### config.mk
export PLATFORM = sky130hd
export DESIGN_NAME = rawt_seqcmp
export DESIGN_NICKNAME = d
export VERILOG_FILES = /design/src/rtl/rawt_pkg.sv /design/src/rtl/rawt_seqcmp.sv
export SDC_FILE = /design/constraint.sdc
export NUM_CORES = 1
export LEC_CHECK = 0
export BUFFER_PORTS_ARGS = -buffer_cell sky130_fd_sc_hd__buf_2
export CAP_MARGIN = 15
export CORE_UTILIZATION = 25
export DETAILED_ROUTE_END_ITERATION = 10
export GPL_TIMING_DRIVEN = 0
export SKIP_LAST_GASP = 1
export SYNTH_ARGS = -nofsm -noshare
export SYNTH_HDL_FRONTEND = slang
export SYNTH_SLANG_ARGS = --single-unit
export TNS_END_PERCENT = 10
### constraint.sdc
create_clock -name vclk -period 6.7
set_clock_uncertainty 0.2 [all_clocks]
set_input_delay 1.34 -clock vclk [all_inputs]
set_output_delay 1.34 -clock vclk [all_outputs]
set_load 0.005 [all_outputs]
### src/rtl/rawt_pkg.sv
// Shared types and constants of the receive ack window tracker.
`default_nettype none
package rawt_pkg;
   localparam int SEQ_W   = 8;
   localparam int NODE_W  = 5;
   localparam int CAUSE_W = 2;

   localparam logic [CAUSE_W-1:0] CAUSE_NONE     = 2'd0;
   localparam logic [CAUSE_W-1:0] CAUSE_OLD_DUP  = 2'd1;
   localparam logic [CAUSE_W-1:0] CAUSE_QUEUED   = 2'd2;
   localparam logic [CAUSE_W-1:0] CAUSE_FULL     = 2'd3;

   // Outcome of one wraparound sequence comparison of a against b.
   typedef struct packed {
      logic older;       // a is strictly older than b
      logic not_newer;   // a is older than or equal to b
   } cmp_res_type;

   // Next sequence number; zero is skipped.
   function automatic logic [SEQ_W-1:0] seq_next(input logic [SEQ_W-1:0] v);
      logic [SEQ_W-1:0] n;
      n = v + SEQ_W'(1);
      if (n == '0) begin
         n = SEQ_W'(1);
      end
      return n;
   endfunction
endpackage
`default_nettype wire

### src/rtl/rawt_seqcmp.sv
// Shared wraparound sequence comparator used by the remote, old-ack and scan steps of the sequencer.
`default_nettype none
module rawt_seqcmp (
   input  wire logic [rawt_pkg::SEQ_W-1:0] a,
   input  wire logic [rawt_pkg::SEQ_W-1:0] b,
   output      rawt_pkg::cmp_res_type      res
);
   logic signed [rawt_pkg::SEQ_W:0] diff;

   always_comb begin
      diff = $signed({1'b0, a}) - $signed({1'b0, b});
      // A difference of 127 or more, or below -128, is taken as wrapped.
      res.older = ((diff < 0) && (diff >= -9'sd128)) || (diff >= 9'sd127);
      res.not_newer = res.older || (diff == 0);
   end
endmodule
`default_nettype wire

==> out/results.tsv <==
stage	metric	value	unit
layout	fin_area	624	µm²
timing	slew_viol_final	0	
layout	nets	114	
setup_path	required	5160	ps
detailed_routing	wl	964	µm
placed_design	port_buffers	18	
timing	post-route-min-period	4830	ps
global_route	grt_first_pass_wirelength	1.70	mm
power_and_ir_drop	total_power	53.2	µW
power_and_ir_drop	leakagePower	0.323	nW
layout	drive_gt1_frac	0.314	
detailed_routing	firstDrtPassIters	2	
global_route	antenna_found_initial	0	
floorplan	start_util	0.279	
worst_hold_path	holdPathStages	5	
global_route	use_met2	0.167	
global_route	overflow	0	
power_and_ir_drop	p_seq_frac	0	
floorplan	ios	18	
layout	nFillCells	218	
timing	setup_viol	0	
timing	final.setup.tns	0	ps
floorplan	dieArea	0.00220	mm²
setup_path	path_class	in2out	
timing	finalCritPeriodShare	0.722	
placed_design	place_congestion	0.722	
logic_synthesis	ys_types	32	
logic_synthesis	synth_cells	68	
floorplan	row_count	15	
power_and_ir_drop	vdd_drop_max	0.0338	mV
timing	relSlewSlack	0.841	
layout	final_common_cell	buf_2	
power_and_ir_drop	switchingPower	26.6	µW
timing	hold_violations	0	
flow_run	drv_cap	0	
logic_synthesis	yosysSeqAreaShare	0	
detailed_routing	vias	497	
global_route	use_met1	0.155	
setup_path	end_kind	primary output	
timing	worstMarginPinSlew	238	ps
power_and_ir_drop	p_int	26.7	µW
logic_synthesis	syn_avg_cell_area	7.40	µm²
power_and_ir_drop	clkPwrFrac	0	
power_and_ir_drop	switching_share	0.499	
placed_design	placed_cell_area	624	µm²
global_route	grt_usage	0.100	
status	status	finished, final reports clean	
logic_synthesis	syn_area	503	µm²
logic_synthesis	ys_top_cells_by_area	ha_1 22%, inv_1 8.2%, nor2_1 5.2%, xnor2_1 5.2%, fa_1 4.0%	
detailed_routing	ant_nets	0	
floorplan	fp.dieH	46.9	µm
setup_path	worst_setup_path_start_kind	input pin	
layout	antenna_cells	0	
layout	final_cell_mix	18 x buf_2, 11 x inv_1, 9 x ha_1	
placed_design	hpwl	829	µm
timing	fmax	207	MHz
layout	syn_to_final_growth	24.1	%
power_and_ir_drop	combPwrFrac	1.000	
logic_synthesis	synth_top_area_cell	ha_1	
layout	seq_area	0	µm²
layout	clock_buffers	0	
setup_path	crit_fanout	4	
setup_path	critical_path_arrival	3290	ps
logic_synthesis	yosys_warnings	0	
clocking	hold_buffers	0	
detailed_routing	vias_per_cell	4.48	
detailed_routing	wire_per_inst	8.68	µm
clocking	cts_setup_buffers	0	
power_and_ir_drop	power_density	85.3	mW/mm²
global_route	top_usage_layer	met2	
logic_synthesis	syn_nets	94	
timing	grt_setup_unrepaired	false	
detailed_routing	drc_errors	0	
global_route	globalRouteMet3Util	0	
logic_synthesis	synth_top_area_frac	0.224	
floorplan	dieWidth	46.9	µm
global_route	grt_start_max_net_pins	11	
worst_hold_path	min_path_type	in2out	
floorplan	core_area	0.00180	mm²
clocking	cts_resized	0	
global_route	grt_pass1_vias	434	
layout	design.seq.count	0	
detailed_routing	drt-initial-drc-count	5	
path summary, 6_finish.rpt:
path / end / from / slack (ps)
setup / recovery: res[0] / a[0] / 1870
hold / removal: res[1] / a[7] / 3060
cell usage after synthesis (all sizes together), types with 2 or more instances:
master   number
nand2         2
nor2b         2
ha            9
buf           2
nor2          8
xnor2         3
a211oi        2
o2111ai       2
inv          11
mux2i         2
xor2          2
o21ai         3
nor3          4
a21oi         4
critical path: stages:
cell and delay [ps]:
buf_2 90, inv_1 70, ha_1 150, inv_1 50, fa_1 440, a21oi_2 140, nor2_1 60, nor3_2 190
xor2_1 170, and4bb_2 250, a211o_1 220, buf_2 120
final cells by class:
class | instances | area, µm² | area share
Buffer | 2 | 18.8 | 0.0301
Inverter | 11 | 41.3 | 0.0661
Multi-Input combinational cell | 55 | 443 | 0.709
Tap cell | 25 | 31.3 | 0.0501
Timing Repair Buffer | 18 | 90.1 | 0.144
power by group through the flow:
stage,Sequential [mW],Clock (mW),Combinational (mW)
4_1_cts,0,0,0.0537
6_report,0,0,0.0532
3_3_place_gp,0,0,0.0527
2_1_floorplan,0,0,0.0401
5_1_grt,0,0,0.0607
3_5_place_dp,0,0,0.0533
per-stage QoR:
step / util / worst slack, ps / hold WS, ps / instances
finish: 0.347 / 1870 / 3060 / 111
global route: 0.347 / 1720 / 3120 / 111
CTS: 0.347 / 1860 / 3070 / 111
detailed placement: 0.347 / 1880 / 3070 / 111
global placement: 0.347 / 1890 / 3050 / 111
floorplan: - / 2210 / 2870 / 68
layer usage:
layer,part of all wire,vias to the layer above,wire [µm]
met1,0.58,207,561
li1,-,276,-
met5,0,-,0
met3,0.034,0,33
met4,0,0,0
met2,0.38,14,369
cells by family (layout without fill, tap and decap cells):
group | Yosys count | count (layout) | synth area share
XOR/XNOR | 5 | 5 | 0.0871
multiplexers | 2 | 2 | 0.0398
AO/OA/AOI/OAI | 17 | 17 | 0.246
adder cells (fa/ha/maj) | 10 | 10 | 0.264
AND/OR/NAND/NOR | 21 | 21 | 0.244
buffers and inverters | 13 | 31 | 0.119
Power figures use the tool's default switching activity.
