===== config.mk =====
export PLATFORM = sky130hd
export DESIGN_NAME = rawt_ram
export DESIGN_NICKNAME = d
export VERILOG_FILES = /design/src/rtl/rawt_ram.sv
export SDC_FILE = /design/constraint.sdc
export NUM_CORES = 1
export LEC_CHECK = 0
export ABC_CLOCK_PERIOD_IN_PS = 3100
export BUFFER_PORTS_ARGS = -buffer_cell sky130_fd_sc_hd__buf_2
export CAP_MARGIN = 20
export CELL_PAD_IN_SITES_DETAIL_PLACEMENT = 1
export CELL_PAD_IN_SITES_GLOBAL_PLACEMENT = 1
export CORE_MARGIN = 1
export CORE_UTILIZATION = 55
export DETAILED_ROUTE_END_ITERATION = 12
export GPL_TIMING_DRIVEN = 0
export PLACE_DENSITY = 0.84
export SETUP_SLACK_MARGIN = 0.4
export SKIP_LAST_GASP = 1
export SYNTH_ARGS = -nofsm -noshare
export SYNTH_HDL_FRONTEND = slang
export SYNTH_SLANG_ARGS = --single-unit
export TNS_END_PERCENT = 50

===== constraint.sdc =====
create_clock -name clock -period 3.1 [get_ports clock]
set_input_delay 0.155 -clock clock [delete_from_list [all_inputs] [get_ports clock]]
set_output_delay 0.155 -clock clock [all_outputs]
set_load 0.02 [all_outputs]

===== src/rtl/rawt_ram.sv =====
// Generic single-port RAM with registered read data.
`default_nettype none
module rawt_ram #(
   parameter int WIDTH = 8,
   parameter int DEPTH = 32
) (
   input  wire logic                                    clock,
   input  wire logic                                    we,
   input  wire logic [(DEPTH > 1 ? $clog2(DEPTH) : 1)-1:0] addr,
   input  wire logic [WIDTH-1:0]                        wdata,
   output      logic [WIDTH-1:0]                        rdata
);
   logic [WIDTH-1:0] mem [DEPTH];
   logic [WIDTH-1:0] rd_data_ff;

   always_ff @(posedge clock) begin
      if (we) begin
         mem[addr] <= wdata;
      end
      rd_data_ff <= mem[addr];
   end

   assign rdata = rd_data_ff;
endmodule
`default_nettype wire


==> key figures <==
CTS
  • CTS sink count: 264
  • Longest Clk Path Bufs: 3
  • H-tree levels: 1
  • Resize count post-CTS: 0
  • Clock transition at path regs: 0.06 ns
  • Hold-fix buffers, CTS: 0
  • Skew-Pair Late Insertion Delay: 0.52 ns
  • Cts bufs inserted: 27
  • Root Driver: clkbuf_16
  • CTS tree: yes
  • Postcts setup bufs: 0

Power
  • Leakage power: 4.001 nW
  • Peak supply drop: 0.0007390 V
  • Sequential Power Share: 52.4%
  • Comb pwr share: 5.1%
  • NetSw: 1.609 mW
  • Cell Pwr Density: 662.8 nW/um^2
  • Sw Ratio: 21.12%
  • Clock share of power: 42.6%
  • Pint: 6.008 mW

STA
  • Hold_ws: 0.1911 ns
  • Slew margin rel.: 38.90%
  • Final setup margin: 0.8700 ns
  • Unrepaired setup endpoints after global routing: no
  • Hold Fails Final Rpt: 0
  • Slew Viols, Final: 0
  • Minimum clock period: 2.230 ns
  • Max Clock Freq: 448.4 MHz
  • Worst-margin pin slew: 0.9131 ns
  • Final Cycle Share: 71.93%
  • Layout Skew: 0.01562 ns
  • Setup TNS: 0 ns
  • Final setup fails: 0

Placed design
  • Port buffer count: 20
  • Post-detail-place hpwl: 16960 um
  • Cells after DPL: 827
  • Placed cell areas: 10600 sq um
  • Final Wtd Congestion: 0.8839
  • Dpl ws: 0.2060 ns

Floorplanning
  • Die X: 138.2 um
  • Die area: 19100 sq um
  • Core area: 18090 sq um
  • Initial Util: 56.43%
  • Chip height: 138.2 um
  • Row count: 49
  • IO Pins: 23

Yosys
  • Post-Syn Area: 10210 sq um
  • Synth Flop Type: edfxtp_1
  • EDFF count, synth: 256
  • Avg Inst Size Synth: 17.72 sq um
  • Yosys cell types: 24
  • Mapped Cells: 576
  • #FFs+latches synth: 264
  • Synth Net Count: 591
  • Yosys warning count: 0
  • Async set-reset flop share out of synthesis: 0%
  • Seq/Total Area, Yosys: 76.89%

Final layout
  • Layout Cells excl Fill: 877
  • Fillers: 1556
  • # nets final: 644
  • Antenna Diode Count: 0
  • P&R area growth vs syn: 12.60%
  • Fraction of layout cells with a size suffix above 1: 14.04%
  • Post-Layout Inst Area: 11490 sq um

Global route
  • GRT Total Usage: 28.25%
  • Vias in the first global route: 6087
  • Largest net degree at the start of global routing: 33
  • Antenna violations before repair: 0
  • First-pass GRT wire length: 39470 um
  • Grt total ovfl: 0

Critical path
  • Reg2reg end: rdata[5]$_DFF_P_
  • CP startpoint kind: primary input
  • Crit path arrival time: 2.36 ns
  • CP max FO: 10
  • Cell-by-cell trace of the critical path: clkbuf_1, buf_2, buf_2, nand3b_1, nor2_1
  • Critical-path top delay cell: nor2_1
  • Most used cell along the critical path: buf_2
  • Crit-path max cell delay: 0.86 ns
  • Reg2Reg Setup Slack: 1.37 ns
  • CP Launch Point: addr[1]
  • Worst EP required: 3.23 ns
  • CP Class: primary input to register
  • Reg2reg start: mem[27][5]$_DFFE_PP_
  • Setup crit end kind: register
  • R2R depth: 4
  • Crit path to: mem[22][2]$_DFFE_PP_

Min path
  • Hold Path Class: primary input to register

Routing
  • Final wirelength: 26340 um
  • Iteration count of the initial detailed-routing pass: 9
  • Drt via density: 6.558
  • DRT iter0 DRCs: 597
  • Routed len/inst: 30.03 um
  • Remaining DRCs: 5
  • Via count: 5751
  • Post-DRT Antenna Nets: 0

Outcome
  • Violated checks: design-rule violations
  • Status: finished, violations left

Run
  • Max Cap Viol: 0
[state kept, by name, indices dropped and copies added (netlist names)]
register,count
mem,256
rdata,8
[layout make-up]
class	count	area [sq um]	area share, %
sequential	264	7848	68.29
multi-input combinational	277	2183	19.00
clock buffer	31	690.7	6.010
tap	229	286.5	2.493
clock inverter	17	183.9	1.600
buffer	35	175.2	1.524
timing repair buffer	24	125.1	1.089
[kinds of logic after synthesis]
| logic type | count (synthesis) | share of synthesized area (%) |
|---|---|---|
| buf+inv | 35 | 1.716 |
| mux | 128 | 12.55 |
| flops | 264 | 76.89 |
| simple gates | 85 | 4.855 |
| compound gates | 64 | 3.984 |
[worst max-delay path: cells and delay by family]
kind	cells	cell delay [ns]
buf+inv	3	0.88
simple gates	2	1.32
[worst min-delay path by stage]
stage,from,end,slack (ns),cells past startpoint
floorplan,wdata[0],mem[0][0]$_DFFE_PP_,0.25,0
global placement,rdata[2]$_DFF_P_,rdata[2],0.57,1
detailed placement,rdata[1]$_DFF_P_,rdata[1],0.57,1
CTS,wdata[7],mem[7][7]$_DFFE_PP_,0.16,1
global route,wdata[7],mem[7][7]$_DFFE_PP_,0.19,1
finish,wdata[7],mem[17][7]$_DFFE_PP_,0.19,1
[Yosys cell counts (2+ instances only)]
cell type / count / share of area (%)
mux2i_1: 128 / 13
clkbuf_1: 8 / 0.29
nand4b_1: 4 / 0.34
nand3b_1: 4 / 0.29
edfxtp_1: 256 / 75
buf_6: 2 / 0.22
nor3_1: 4 / 0.20
buf_1: 2 / 0.074
dfxtp_1: 8 / 1.6
nand4bb_1: 5 / 0.55
nand2_1: 10 / 0.37
nor4_1: 16 / 0.98
nor2_1: 29 / 1.1
nand3_1: 2 / 0.098
o22ai_1: 63 / 3.9
or3b_2: 3 / 0.26
buf_2: 22 / 1.1
or4b_1: 4 / 0.39
[power by group through the flow]
| stage | Combinational, mW | Clock, mW | Sequential [mW] |
|---|---|---|---|
| finish | 0.387 | 3.24 | 3.99 |
| global route | 0.404 | 3.37 | 3.99 |
| global placement | 0.352 | 0 | 4.06 |
| detailed placement | 0.377 | 0 | 4.06 |
| CTS | 0.383 | 3.26 | 3.99 |
| floorplan | 0.187 | 0 | 4.08 |
[layer usage]
layer / wire length [um] / global-route usage, % / vias to the layer above / part of all wire, %
met3: 1667 / 3.741 / 48 / 6.3
met1: 11000 / 38.96 / 3000 / 42
li1: - / - / 2433 / -
met4: 726 / 9.225 / 0 / 2.8
met2: 12940 / 47.13 / 270 / 49
met5: 0 / 0 / - / 0
[cells in the final DEF, fill, tap and decap left out, types with 3 or more instances in the layout]
cell type / instances
buf_2: 44
bufinv_16: 4
clkbuf_1: 12
clkbuf_16: 27
clkinv_1: 6
clkinv_2: 5
dfxtp_1: 8
edfxtp_1: 256
mux2i_1: 128
nand2_1: 10
nand3b_1: 4
nand4b_1: 4
nand4bb_1: 5
nor2_1: 29
nor3_1: 4
nor4_1: 16
o22ai_1: 63
or3b_2: 3
or4b_1: 4
[per-stage QoR]
stage          total power, mW  util [%]
2_1_floorplan            4.265         -
3_3_place_gp             4.408     58.57
3_5_place_dp             4.439     58.62
4_1_cts                  7.630     63.46
5_1_grt                  7.765     63.54
6_report                 7.617     63.54
(Power assumes the default switching activity.)
